## src/rtl/ssd_pkg.sv

```systemverilog
// Shared types, codes and segment tables for the seven-segment encoder.
// No dependencies; used by every module of the encoder.
`timescale 1ns / 1ps

package ssd_pkg;

    localparam logic [1:0] ACT_UNSIGNED = 2'd0;
    localparam logic [1:0] ACT_SIGNED   = 2'd1;
    localparam logic [1:0] ACT_TEXT     = 2'd2;

    localparam logic [1:0] KIND_NUM  = 2'd0;
    localparam logic [1:0] KIND_OFLO = 2'd1;
    localparam logic [1:0] KIND_UFLO = 2'd2;
    localparam logic [1:0] KIND_TEXT = 2'd3;

    localparam int MAG_W = 14;

    localparam logic [7:0] SEG_BLANK = 8'h00;
    localparam logic [7:0] SEG_MINUS = 8'h40;

    // byte 0 is the leftmost digit
    localparam logic [3:0][7:0] PAT_OFLO = 32'h5c38715c;
    localparam logic [3:0][7:0] PAT_UFLO = 32'h5c38711c;

    typedef logic [3:0][7:0] seg4_t;

    typedef struct packed {
        logic [7:0] chip;
        logic [1:0] kind;
        logic       neg;
        logic       ge1000;
        logic       ge100;
        logic       ge10;
        seg4_t      text_seg;
    } ctl_t;

    typedef struct packed {
        logic [3:0]       digit;
        logic [MAG_W-1:0] rest;
    } dstep_t;

    // One decimal digit: parallel compares against the multiples of weight.
    function automatic dstep_t digit_step(logic [MAG_W-1:0] rem, logic [MAG_W-1:0] weight);
        dstep_t           r;
        logic [MAG_W-1:0] prod;
        r.digit = 4'd0;
        r.rest  = rem;
        for (int k = 1; k < 10; k++) begin
            prod = MAG_W'(MAG_W'(k) * weight);
            if (rem >= prod) begin
                r.digit = 4'(k);
                r.rest  = rem - prod;
            end
        end
        return r;
    endfunction

    function automatic logic [7:0] digit_seg(logic [3:0] d);
        logic [7:0] s;
        unique case (d)
            4'd0: s = 8'hbb;
            4'd1: s = 8'ha0;
            4'd2: s = 8'h37;
            4'd3: s = 8'hb5;
            4'd4: s = 8'hac;
            4'd5: s = 8'h9d;
            4'd6: s = 8'h9f;
            4'd7: s = 8'hb0;
            4'd8: s = 8'hbf;
            4'd9: s = 8'hbd;
            default: s = SEG_BLANK;
        endcase
        return s;
    endfunction

    function automatic logic [7:0] alpha_seg(logic [4:0] a);
        logic [7:0] s;
        unique case (a)
            5'd0:  s = 8'h5f;
            5'd1:  s = 8'h7c;
            5'd2:  s = 8'h58;
            5'd3:  s = 8'h5e;
            5'd4:  s = 8'h7b;
            5'd5:  s = 8'h71;
            5'd6:  s = 8'h6f;
            5'd7:  s = 8'h74;
            5'd8:  s = 8'h04;
            5'd9:  s = 8'h0c;
            5'd10: s = 8'h76;
            5'd11: s = 8'h38;
            5'd12: s = 8'h54;
            5'd13: s = 8'h54;
            5'd14: s = 8'h5c;
            5'd15: s = 8'h73;
            5'd16: s = 8'h67;
            5'd17: s = 8'h50;
            5'd18: s = 8'h6d;
            5'd19: s = 8'h78;
            5'd20: s = 8'h1c;
            5'd21: s = 8'h3e;
            5'd22: s = 8'h7e;
            5'd23: s = 8'h76;
            5'd24: s = 8'h6e;
            5'd25: s = 8'h5b;
            default: s = SEG_BLANK;
        endcase
        return s;
    endfunction

    function automatic logic [7:0] char_seg(logic [7:0] ch);
        logic [7:0] low;
        logic [7:0] s;
        low = ch | 8'h20;
        if (ch >= 8'h30 && ch <= 8'h39) begin
            s = digit_seg(4'(ch - 8'h30));
        end else if (low >= 8'h61 && low <= 8'h7a) begin
            s = alpha_seg(5'(low - 8'h61));
        end else begin
            s = SEG_BLANK;
        end
        return s;
    endfunction

endpackage

```

## src/rtl/ssd_front.sv

```systemverilog
// Input register of the encoder: classifies the request and forms the magnitude.
// Depends on ssd_pkg.
`timescale 1ns / 1ps

module ssd_front (
    input  logic                      clk,
    input  logic                      rst_n,
    input  logic                      accept,
    input  logic [1:0]                action,
    input  logic [7:0]                chip_select,
    input  logic [15:0]               value,
    input  logic [7:0]                text_first,
    input  logic [7:0]                text_second,
    input  logic [7:0]                text_third,
    input  logic [7:0]                text_fourth,
    output logic                      valid,
    output ssd_pkg::ctl_t             ctl,
    output logic [ssd_pkg::MAG_W-1:0] mag
);

    logic                      valid_reg;
    ssd_pkg::ctl_t             ctl_reg;
    ssd_pkg::ctl_t             ctl_next;
    logic [ssd_pkg::MAG_W-1:0] mag_reg;
    logic [ssd_pkg::MAG_W-1:0] mag_next;
    logic [15:0]               neg_mag;
    logic [15:0]               num;

    always_comb
    begin
        neg_mag           = ~value + 16'd1;
        num               = value;
        ctl_next.chip     = chip_select;
        ctl_next.kind     = ssd_pkg::KIND_NUM;
        ctl_next.neg      = 1'b0;
        ctl_next.text_seg = {ssd_pkg::char_seg(text_fourth), ssd_pkg::char_seg(text_third),
                             ssd_pkg::char_seg(text_second), ssd_pkg::char_seg(text_first)};
        if (action == ssd_pkg::ACT_UNSIGNED || action == ssd_pkg::ACT_SIGNED) begin
            if (action == ssd_pkg::ACT_SIGNED && value[15]) begin
                num = neg_mag;
                if (neg_mag >= 16'd1000) begin
                    ctl_next.kind = ssd_pkg::KIND_UFLO;
                end else begin
                    ctl_next.neg = 1'b1;
                end
            end else if (value >= 16'd10000) begin
                ctl_next.kind = ssd_pkg::KIND_OFLO;
            end
        end else begin
            ctl_next.kind = ssd_pkg::KIND_TEXT;
        end
        // blanking thresholds of the magnitude
        ctl_next.ge1000 = (num >= 16'd1000);
        ctl_next.ge100  = (num >= 16'd100);
        ctl_next.ge10   = (num >= 16'd10);
        mag_next        = num[ssd_pkg::MAG_W-1:0];
    end

    always_ff @(posedge clk or negedge rst_n)
    begin
        if (!rst_n) begin
            valid_reg <= 1'b0;
        end else begin
            valid_reg <= accept;
        end
    end

    always_ff @(posedge clk)
    begin
        if (accept) begin
            ctl_reg <= ctl_next;
            mag_reg <= mag_next;
        end
    end

    assign valid = valid_reg;
    assign ctl   = ctl_reg;
    assign mag   = mag_reg;

endmodule

```

## src/rtl/ssd_bcd.sv

```systemverilog
// Three-stage binary-to-decimal pipeline: thousands, hundreds, then tens and ones.
// Depends on ssd_pkg.
`timescale 1ns / 1ps

module ssd_bcd (
    input  logic                      clk,
    input  logic                      rst_n,
    input  logic                      in_valid,
    input  ssd_pkg::ctl_t             in_ctl,
    input  logic [ssd_pkg::MAG_W-1:0] mag,
    output logic                      out_valid,
    output ssd_pkg::ctl_t             out_ctl,
    output logic [3:0][3:0]           digits
);

    logic [2:0]        valid_reg;
    ssd_pkg::ctl_t     ctl1_reg;
    ssd_pkg::ctl_t     ctl2_reg;
    ssd_pkg::ctl_t     ctl3_reg;
    logic [3:0]        th1_reg;
    logic [9:0]        rem1_reg;
    logic [3:0]        th2_reg;
    logic [3:0]        hu2_reg;
    logic [6:0]        rem2_reg;
    logic [3:0][3:0]   dig3_reg;
    ssd_pkg::dstep_t   step1;
    ssd_pkg::dstep_t   step2;
    ssd_pkg::dstep_t   step3;

    assign step1 = ssd_pkg::digit_step(mag, ssd_pkg::MAG_W'(1000));
    assign step2 = ssd_pkg::digit_step(ssd_pkg::MAG_W'(rem1_reg), ssd_pkg::MAG_W'(100));
    assign step3 = ssd_pkg::digit_step(ssd_pkg::MAG_W'(rem2_reg), ssd_pkg::MAG_W'(10));

    always_ff @(posedge clk or negedge rst_n)
    begin
        if (!rst_n) begin
            valid_reg <= 3'b000;
        end else begin
            valid_reg <= {valid_reg[1:0], in_valid};
        end
    end

    // advance every stage each cycle; the valid bits mark live items
    always_ff @(posedge clk)
    begin
        ctl1_reg    <= in_ctl;
        th1_reg     <= step1.digit;
        rem1_reg    <= step1.rest[9:0];
        ctl2_reg    <= ctl1_reg;
        th2_reg     <= th1_reg;
        hu2_reg     <= step2.digit;
        rem2_reg    <= step2.rest[6:0];
        ctl3_reg    <= ctl2_reg;
        dig3_reg[0] <= th2_reg;
        dig3_reg[1] <= hu2_reg;
        dig3_reg[2] <= step3.digit;
        dig3_reg[3] <= step3.rest[3:0];
    end

    assign out_valid = valid_reg[2];
    assign out_ctl   = ctl3_reg;
    assign digits    = dig3_reg;

endmodule

```

## src/rtl/ssd_out.sv

```systemverilog
// Result register: maps digits, sign, text and special patterns to segment bytes.
// Depends on ssd_pkg.
`timescale 1ns / 1ps

module ssd_out (
    input  logic            clk,
    input  logic            rst_n,
    input  logic            in_valid,
    input  ssd_pkg::ctl_t   ctl,
    input  logic [3:0][3:0] digits,
    output logic            done,
    output logic [7:0]      chip_out,
    output logic [7:0]      segments_left,
    output logic [7:0]      segments_second,
    output logic [7:0]      segments_third,
    output logic [7:0]      segments_right
);

    logic           done_reg;
    logic [7:0]     chip_reg;
    ssd_pkg::seg4_t seg_reg;
    ssd_pkg::seg4_t seg_next;

    always_comb
    begin
        case (ctl.kind)
            ssd_pkg::KIND_OFLO: seg_next = ssd_pkg::PAT_OFLO;
            ssd_pkg::KIND_UFLO: seg_next = ssd_pkg::PAT_UFLO;
            ssd_pkg::KIND_TEXT: seg_next = ctl.text_seg;
            default:
            begin
                seg_next[0] = ctl.ge1000 ? ssd_pkg::digit_seg(digits[0]) : ssd_pkg::SEG_BLANK;
                seg_next[1] = ctl.ge100  ? ssd_pkg::digit_seg(digits[1]) : ssd_pkg::SEG_BLANK;
                seg_next[2] = ctl.ge10   ? ssd_pkg::digit_seg(digits[2]) : ssd_pkg::SEG_BLANK;
                seg_next[3] = ssd_pkg::digit_seg(digits[3]);
                if (ctl.neg) begin
                    seg_next[0] = ssd_pkg::SEG_MINUS;
                end
            end
        endcase
    end

    always_ff @(posedge clk or negedge rst_n)
    begin
        if (!rst_n) begin
            done_reg <= 1'b0;
        end else begin
            done_reg <= in_valid;
        end
    end

    always_ff @(posedge clk)
    begin
        chip_reg <= ctl.chip;
        seg_reg  <= seg_next;
    end

    assign done            = done_reg;
    assign chip_out        = chip_reg;
    assign segments_left   = seg_reg[0];
    assign segments_second = seg_reg[1];
    assign segments_third  = seg_reg[2];
    assign segments_right  = seg_reg[3];

endmodule

```

## src/rtl/seven_segment_display_encoder.sv

```systemverilog
// Four-digit seven-segment encoder: number, signed number or text to segment bytes.
// done strobes once per item, after the front, decimal and result registers.
// Throughput: one item per cycle; the decimal split runs in three stages.
// busy stays low, and the receiver cannot stall the result strobe.
// Reset clears the valid bits only; payload registers are not reset.
// Depends on ssd_pkg, ssd_front, ssd_bcd and ssd_out.
`timescale 1ns / 1ps

module seven_segment_display_encoder (
    input  logic        clk,
    input  logic        rst_n,
    input  logic        start,
    output logic        busy,
    input  logic [1:0]  action,
    input  logic [7:0]  chip_select,
    input  logic [15:0] value,
    input  logic [7:0]  text_first,
    input  logic [7:0]  text_second,
    input  logic [7:0]  text_third,
    input  logic [7:0]  text_fourth,
    output logic        done,
    output logic [7:0]  chip_out,
    output logic [7:0]  segments_left,
    output logic [7:0]  segments_second,
    output logic [7:0]  segments_third,
    output logic [7:0]  segments_right
);

    logic                      accept;
    logic                      front_valid;
    ssd_pkg::ctl_t             front_ctl;
    logic [ssd_pkg::MAG_W-1:0] front_mag;
    logic                      bcd_valid;
    ssd_pkg::ctl_t             bcd_ctl;
    logic [3:0][3:0]           bcd_digits;

    assign busy   = 1'b0;
    assign accept = start && !busy;

    ssd_front u_front (
        .clk         (clk),
        .rst_n       (rst_n),
        .accept      (accept),
        .action      (action),
        .chip_select (chip_select),
        .value       (value),
        .text_first  (text_first),
        .text_second (text_second),
        .text_third  (text_third),
        .text_fourth (text_fourth),
        .valid       (front_valid),
        .ctl         (front_ctl),
        .mag         (front_mag)
    );

    ssd_bcd u_bcd (
        .clk       (clk),
        .rst_n     (rst_n),
        .in_valid  (front_valid),
        .in_ctl    (front_ctl),
        .mag       (front_mag),
        .out_valid (bcd_valid),
        .out_ctl   (bcd_ctl),
        .digits    (bcd_digits)
    );

    ssd_out u_out (
        .clk             (clk),
        .rst_n           (rst_n),
        .in_valid        (bcd_valid),
        .ctl             (bcd_ctl),
        .digits          (bcd_digits),
        .done            (done),
        .chip_out        (chip_out),
        .segments_left   (segments_left),
        .segments_second (segments_second),
        .segments_third  (segments_third),
        .segments_right  (segments_right)
    );

`ifndef SYNTHESIS
    a_done_after_accept : assert property (@(posedge clk) disable iff (!rst_n)
        accept |-> ##5 done)
        else $error("accepted item produced no result");

    a_done_has_source : assert property (@(posedge clk) disable iff (!rst_n)
        done |-> $past(accept, 5))
        else $error("result strobe without an accepted item");

    a_chip_follows : assert property (@(posedge clk) disable iff (!rst_n)
        accept |-> ##5 (chip_out == $past(chip_select, 5)))
        else $error("chip select not carried with its item");
`endif

endmodule

```

## config.mk

```make
export PLATFORM = sky130hd
export DESIGN_NAME = seven_segment_display_encoder
export DESIGN_NICKNAME = d
export VERILOG_FILES = /design/src/rtl/ssd_pkg.sv /design/src/rtl/ssd_front.sv /design/src/rtl/ssd_bcd.sv /design/src/rtl/ssd_out.sv /design/src/rtl/seven_segment_display_encoder.sv
export SDC_FILE = /design/constraint.sdc
export NUM_CORES = 1
export LEC_CHECK = 0
export ABC_CLOCK_PERIOD_IN_PS = 3560
export BUFFER_PORTS_ARGS = -buffer_cell sky130_fd_sc_hd__buf_2
export CAP_MARGIN = 20
export CORE_MARGIN = 2
export CORE_UTILIZATION = 61
export CTS_CLUSTER_SIZE = 30
export DETAILED_ROUTE_END_ITERATION = 16
export GPL_ROUTABILITY_DRIVEN = 0
export PLACE_DENSITY = 0.81
export SLEW_MARGIN = 20
export SYNTH_ARGS = -nofsm -noshare
export SYNTH_HDL_FRONTEND = slang
export SYNTH_HIERARCHICAL = 1
export SYNTH_SLANG_ARGS = --single-unit
```

## constraint.sdc

```tcl
create_clock -name clk -period 3.56 [get_ports clk]
set_clock_uncertainty 0.1 [all_clocks]
set_input_delay 0.712 -clock clk [delete_from_list [all_inputs] [get_ports clk]]
set_output_delay 0.712 -clock clk [all_outputs]
set_load 0.005 [all_outputs]
```

==> results of run 1 <==
## area by class of cell
type / count / area [um2]
clock buffer: 40 / 861
clock inverter: 10 / 110
fill: 1770 / 7280
inverter: 70 / 263
multi-input combinational: 1081 / 7250
sequential: 288 / 6390
tap: 319 / 399
timing repair buffer: 126 / 708
## cells in the final DEF, fill, tap and decap left out, types with 8 or more instances in the layout
cell,count
clkbuf_16,32
nand2_1,114
edfxtp_1,60
a21o_1,18
o211ai_1,20
dfxtp_1,223
and2_1,16
o31ai_1,16
nand3_1,36
xor2_1,18
o21a_1,10
a31oi_1,32
o21ai_1,23
and3_1,8
nor3_1,29
o22ai_1,17
nor2b_1,13
a21oi_1,111
a221oi_1,10
nand2b_1,17
a211oi_1,23
a311oi_1,11
or2_2,9
buf_4,23
nor2_1,129
o21ai_0,94
buf_2,101
a2111oi_0,8
inv_1,68
xnor2_1,23
ha_1,106
mux2i_1,16
## power groups by stage
stage	Sequential, W	Clock, W	Combinational (W)
6_report	0.00417	0.00302	0.00271
5_1_grt	0.00422	0.00320	0.00299
4_1_cts	0.00416	0.00307	0.00263
3_5_place_dp	0.00422	0	0.00259
3_3_place_gp	0.00420	0	0.00251
2_1_floorplan	0.00401	0	0.00207
## through the flow
| stage | instances | util [%] |
|---|---|---|
| final | 1934 | 68.7 |
| after global routing | 1934 | 68.7 |
| after CTS | 1934 | 68.7 |
| after detailed placement | 1883 | 64.5 |
| after global placement | 1883 | 64.5 |
| after floorplan | 1522 | - |
## layer usage
metal  vias up  routed length (um)
met4         0                1410
li1       5666                   -
met5         -                   0
met2       675               15300
met1      5466               13500
met3       138                2580
## worst reg2reg max path, cell delays in order, from the launching register on
cell,delay [ns]
edfxtp_1,0.44
inv_1,0.34
ha_1,0.28
nand2_1,0.09
a311oi_1,0.37
o21ai_1,0.27
nor2_1,0.32
a21oi_1,0.14
a2111oi_0,0.53
o311ai_1,0.17
## cell families (layout without fill, tap and decap cells)
logic type	count (synthesis)	count (layout)	share of synthesized area [%]
compound gates	485	485	22.3
simple gates	426	426	14.7
flops	288	288	44.5
buf+inv	153	246	4.94
fa+ha+maj	106	106	9.24
xor+xnor	43	43	2.73
mux	20	20	1.53
other cells	1	1	0.0261
## how the worst min path moves through the flow
stage | to | slack [ns] | depth (start not counted)
finish | u_bcd/out_ctl[20] | 0.21 | 0
global route | u_bcd/out_ctl[20] | 0.21 | 0
CTS | u_bcd/out_ctl[20] | 0.21 | 0
detailed placement | u_bcd/ctl2_reg[6] | 0.21 | 0
global placement | u_bcd/ctl2_reg[8] | 0.21 | 0
floorplan | u_bcd/ctl2_reg[0] | 0.21 | 0
## timing repair
action / 4_1_cts / 5_1_grt
hold buffers: 1 / 0
setup buffers: 0 / 0
endpoints found under the hold margin: 5 / 0
setup endpoints to repair: 0 / 0
==> out/summary.txt, run 1 <==
GRT met3 Usage -> 3.44%
Pre-CTS setup slack -> 0.299 ns
Cells along the critical path -> inv_1, ha_1, nand2_1, a311oi_1, o21ai_1, nor2_1, a21oi_1, a2111oi_0, o311ai_1
Delay-heaviest family, CP -> compound AO/OA/AOI/OAI gates
Mapped Area -> 0.0144 mm2
Initial core utilization -> 61.7%
Worst-margin pin slew -> 0.934 ns
Sink Count -> 288
CTS clk-pin slew, worst paths -> 0.06 ns
Setup CP Type -> register to register
Mapped Nets -> 1,689
Worst r2r src -> u_front/mag[4]
CTS Buf Count -> 27
First-pass GRT wire length -> 52,500 um
CP Depth -> 9
Logic pwr share -> 27.4%
Design Power -> 0.00989 W
Rel. slew slack -> 37.3%
Area leader, netlist -> dfxtp_1
Smallest hold slack -> 0.213 ns
CTS tree -> done
Clock power frac -> 30.5%
Power density over the cells -> 619 mW/mm2
Vias -> 11,900
Critical Path End -> u_bcd/rem1_reg[9]
Total negative setup slack -> 0 ns
Grt total ovfl -> 0
Area grow syn2layout -> 11.4%
CP arrival -> 3.48 ns
Vias in the first global route -> 11,000
Initial antenna violation count -> 0
Register-to-register setup slack -> 0.37 ns
Vias per cell -> 6.18
WL/cell -> 17.0 um
Max Transition Viols Final -> 0
Cell row count -> 56
Nets -> 1,761
Ant diodes -> 0
Final Hold Viols -> 0
Routed Antenna Nets -> 0
Gr usage total -> 25.7%
Status -> finished clean
Peak VDD IR -> 0.000409 V
Largest net degree at the start of global routing -> 62
Core Area -> 0.0233 mm2
Setup WS post-layout -> 0.374 ns
Synthesis warning total -> 6
Synth top area share -> 31.1%
Crit path launch -> u_front/mag[4]
Final wirelength -> 32,800 um
Met2 GRT Util -> 43.1%
Buf+Inv Stages, Crit Path -> 1
Clock Latency Late Sink -> 0.55 ns
Clock Path Buffers -> 3
EDFF count, synth -> 60
Final setup fails -> 0
Synth area leaders -> dfxtp_1 31%, edfxtp_1 13%, ha_1 9.2%
H-tree lvl count -> 1
Post-synth top cells -> 223 x dfxtp_1, 129 x nor2_1, 114 x nand2_1
Critical Path Start Type -> register
Max frequency -> 314 MHz
Chip width -> 157 um
Post-Syn Instances -> 1,522
Asr flop ratio synth -> 1.74%
GRT Max-Usage Layer -> met2
Top Ports -> 103
Post_cts resized -> 0
Reg power frac -> 42.1%
Dpl hpwl -> 22,500 um
Leak -> 6.62 nW
Die ar. -> 0.0248 mm2
Most common flop cell mapped by yosys -> dfxtp_1
RSZ-0062 raised after global routing -> false
Design Area, Final -> 0.0160 mm2
R2R depth -> 9
DRC viols -> 0
Area post-placement -> 0.0150 mm2
Avg Inst Size Synth -> 9.43 um2
Max FO, Critical Path -> 10
Number of DRC markers in iteration 0 -> 1,121
Slowest library cell on the worst path -> a2111oi_0
Port bufs -> 101
Synthesized flop and latch total -> 288
Yosys cell types -> 100
Number of max-cap violations -> 0
Tmin final -> 3.19 ns
Pre-Repair DR Iteration Count -> 5
Crit-path max cell delay -> 0.53 ns
Net Sw Frac -> 32.9%
WP data required -> 3.86 ns
Internal power -> 0.00664 W
Sequential element share of the synthesized area -> 44.5%
Fin crit share -> 89.5%
Hold Path Class -> register to register
FF-to-FF End -> u_bcd/rem1_reg[9]
Min-delay src -> u_bcd/ctl2_reg[20]
Most frequent cell after synthesis -> dfxtp_1
Met1 Resource Use GR -> 33.5%
Die Y-Extent -> 157 um
Share of layout cells above drive strength 1 -> 13.6%
Worst setup EP type -> register
Clk Tree Root Cell -> clkbuf_16
Net Sw Power -> 0.00325 W
Note: power is estimated with default switching activity, not from simulation.
==> run 2: changes to the inputs <==
==> constraint.sdc (replaced) <==
create_clock -name clk -period 3.56 [get_ports clk]
set_clock_uncertainty 0.1 [all_clocks]
set_input_delay 0.534 -clock clk [delete_from_list [all_inputs] [get_ports clk]]
set_output_delay 0.534 -clock clk [all_outputs]
set_load 0.005 [all_outputs]
==> run 2 against run 1 <==
Final cell count hardly changed; global-route usage is 0.54 points lower; maximum frequency is 3.8% lower; sequential cell count stayed put; power is 1.4% lower; first-iteration DRC count is 18% higher; die area stayed put; highest routed layer unchanged.
==> out/summary.txt, run 2 (synthesized netlist as in run 1, its figures left out) <==
Post-CTS setup buffer count -> 0 (unchanged)
Max FO, Critical Path -> 9 (-1)
Cell row count -> 56 (unchanged)
DRC viols -> 0 (unchanged)
WL met1 -> 13,500 um (-0.12%)
CP arrival -> 3.65 ns (+0.17 ns)
Final setup fails -> 0 (unchanged)
Gr usage total -> 25.2% (-0.54 points)
Rel. slew slack -> 32.8% (-4.5 points)
Nets -> 1,760 (-0.057%)
Smallest hold slack -> 0.0636 ns (-0.149 ns)
Die ar. -> 0.0248 mm2 (unchanged)
Chip width -> 157 um (unchanged)
CTS tree -> done
Most frequent cells in the layout -> 223 x dfxtp_1, 129 x nor2_1, 114 x nand2_1, 111 x a21oi_1, 106 x ha_1
Peak VDD IR -> 0.000450 V (+10%)
WL/cell -> 16.6 um (-2.0%)
Port bufs -> 101 (unchanged)
Status -> finished clean
Initial core utilization -> 61.7% (unchanged)
WHS Endpoint -> u_front/ctl[44]
Commonest non-fill, non-tap cell in the layout -> dfxtp_1
FF-to-FF End -> u_bcd/rem2_reg[6]
Routed Antenna Nets -> 0 (unchanged)
Met3 WL -> 2380 um (-7.5%)
WP data required -> 3.90 ns (+0.04 ns)
Area post-placement -> 0.0150 mm2 (-0.13%)
Worst setup EP type -> register
Initial antenna violation count -> 0 (unchanged)
Fin crit share -> 93.1% (+3.6 points)
Setup WS post-layout -> 0.246 ns (-0.127 ns)
Core Area -> 0.0233 mm2 (unchanged)
Vias in the first global route -> 10,700 (-2.0%)
Dpl hpwl -> 22,500 um (+0.33%)
Ant diodes -> 0 (unchanged)
RSZ-0062 raised after global routing -> false
Die Y-Extent -> 157 um (unchanged)
Pre-Repair DR Iteration Count -> 6 (+1)
Worst-margin pin slew -> 1.01 ns (+0.0725 ns)
Top sig layer -> met4
Sink Count -> 288 (unchanged)
Clock Path Buffers -> 3 (unchanged)
Design Area, Final -> 0.0159 mm2 (-0.44%)
Max frequency -> 302 MHz (-3.8%)
H-tree lvl count -> 1 (unchanged)
Final wirelength -> 32,200 um (-2.0%)
Power density over the cells -> 613 mW/mm2 (-0.96%)
Tmin final -> 3.31 ns (+0.127 ns)
Register-to-register setup slack -> 0.25 ns (-0.13 ns)
CTS Buf Count -> 27 (unchanged)
Share of layout cells above drive strength 1 -> 13.8% (+0.13 points)
CTS clk-pin slew, worst paths -> 0.07 ns (about the same)
Hold Path Class -> primary input to register
Critical Path Start Type -> register
Vias -> 11,900 (-0.18%)
Metal2 WL -> 15,000 um (-2.4%)
Top Ports -> 103 (unchanged)
Area grow syn2layout -> 10.9%
Max Transition Viols Final -> 0 (unchanged)
Grt total ovfl -> 0 (unchanged)
Number of DRC markers in iteration 0 -> 1,322 (+18%)
Largest net degree at the start of global routing -> 62 (unchanged)
Clk Tree Root Cell -> clkbuf_16
Vias per cell -> 6.17 (-0.12%)
R2R depth -> 9 (unchanged)
Worst r2r src -> u_bcd/rem1_reg[5]
Min-delay src -> chip_select[6]
Number of max-cap violations -> 0 (unchanged)
First-pass GRT wire length -> 51,700 um (-1.5%)
Leak -> 6.59 nW (-0.34%)
Pre-CTS setup slack -> 0.285 ns (-0.0142 ns)
Final Hold Viols -> 0 (unchanged)
Total negative setup slack -> 0 ns (unchanged)
Setup CP Type -> register to register
Hold path depth -> 1 (+1)
Clock Latency Late Sink -> 0.54 ns (about the same)
Design Power -> 0.00975 W (-1.4%)
==> run 2: cell types whose count changed in the layout (fill, tap and decap cells not counted), sizes merged <==
cell,previous run,this run
clkbuf,40,32
clkinv,3,10
buf,125,124
bufinv,1,2
==> run 2: metal layers <==
layer,vias up,global-route usage [%]
met5,-,0
met4,0,11.3
met1,5514,33.3
met3,146,3.36
met2,615,41.3
li1,5649,-
==> run 2: worst max-delay path by stage <==
stage,start,end,cells past startpoint
global placement,u_bcd/rem1_reg[5],u_bcd/rem2_reg[6],9
detailed placement,u_bcd/rem1_reg[5],u_bcd/rem2_reg[6],9
CTS,u_bcd/rem1_reg[5],u_bcd/rem2_reg[6],9
finish,u_bcd/rem1_reg[5],u_bcd/rem2_reg[6],9
floorplan,u_front/mag[6],u_bcd/rem1_reg[9],10
global route,u_bcd/rem1_reg[5],u_bcd/rem2_reg[6],9
==> run 2: layout make-up <==
cell class / instances / area [um2]
fill: 1780 / 7350
inverter: 70 / 263
timing repair buffer: 125 / 688
tap: 319 / 399
clock inverter: 18 / 175
clock buffer: 32 / 746
sequential: 288 / 6390
multi-input combinational: 1081 / 7250
==> run 2: worst max-delay path, cell delays in order (launching register included) <==
cell and delay, ns:
dfxtp_1 0.51, inv_1 0.26, ha_1 0.28, and2_1 0.17
a2111oi_1 0.59, nor2_1 0.23, mux2i_1 0.18, a2111oi_0 0.58
o21ai_0 0.16, o2bb2ai_1 0.15
==> run 2: report_power, final <==
group          switching (W)  total [W]  internal [W]  leakage, nW
sequential          0.000407    0.00418       0.00377         2.52
clock                0.00124    0.00291       0.00167        0.463
combinational        0.00158    0.00266       0.00109         3.61
total                0.00322    0.00975       0.00653         6.59
==> run 2: stage by stage <==
step           cells  util, %
2_1_floorplan   1522        -
3_3_place_gp    1882     64.4
3_5_place_dp    1882     64.4
4_1_cts         1933     68.4
5_1_grt         1933     68.4
6_report        1933     68.4
==> run 2: timing repair <==
action                                 CTS  global route
hold buffers                             1             0
endpoints found under the hold margin    5             0
gates resized for setup                  0             0
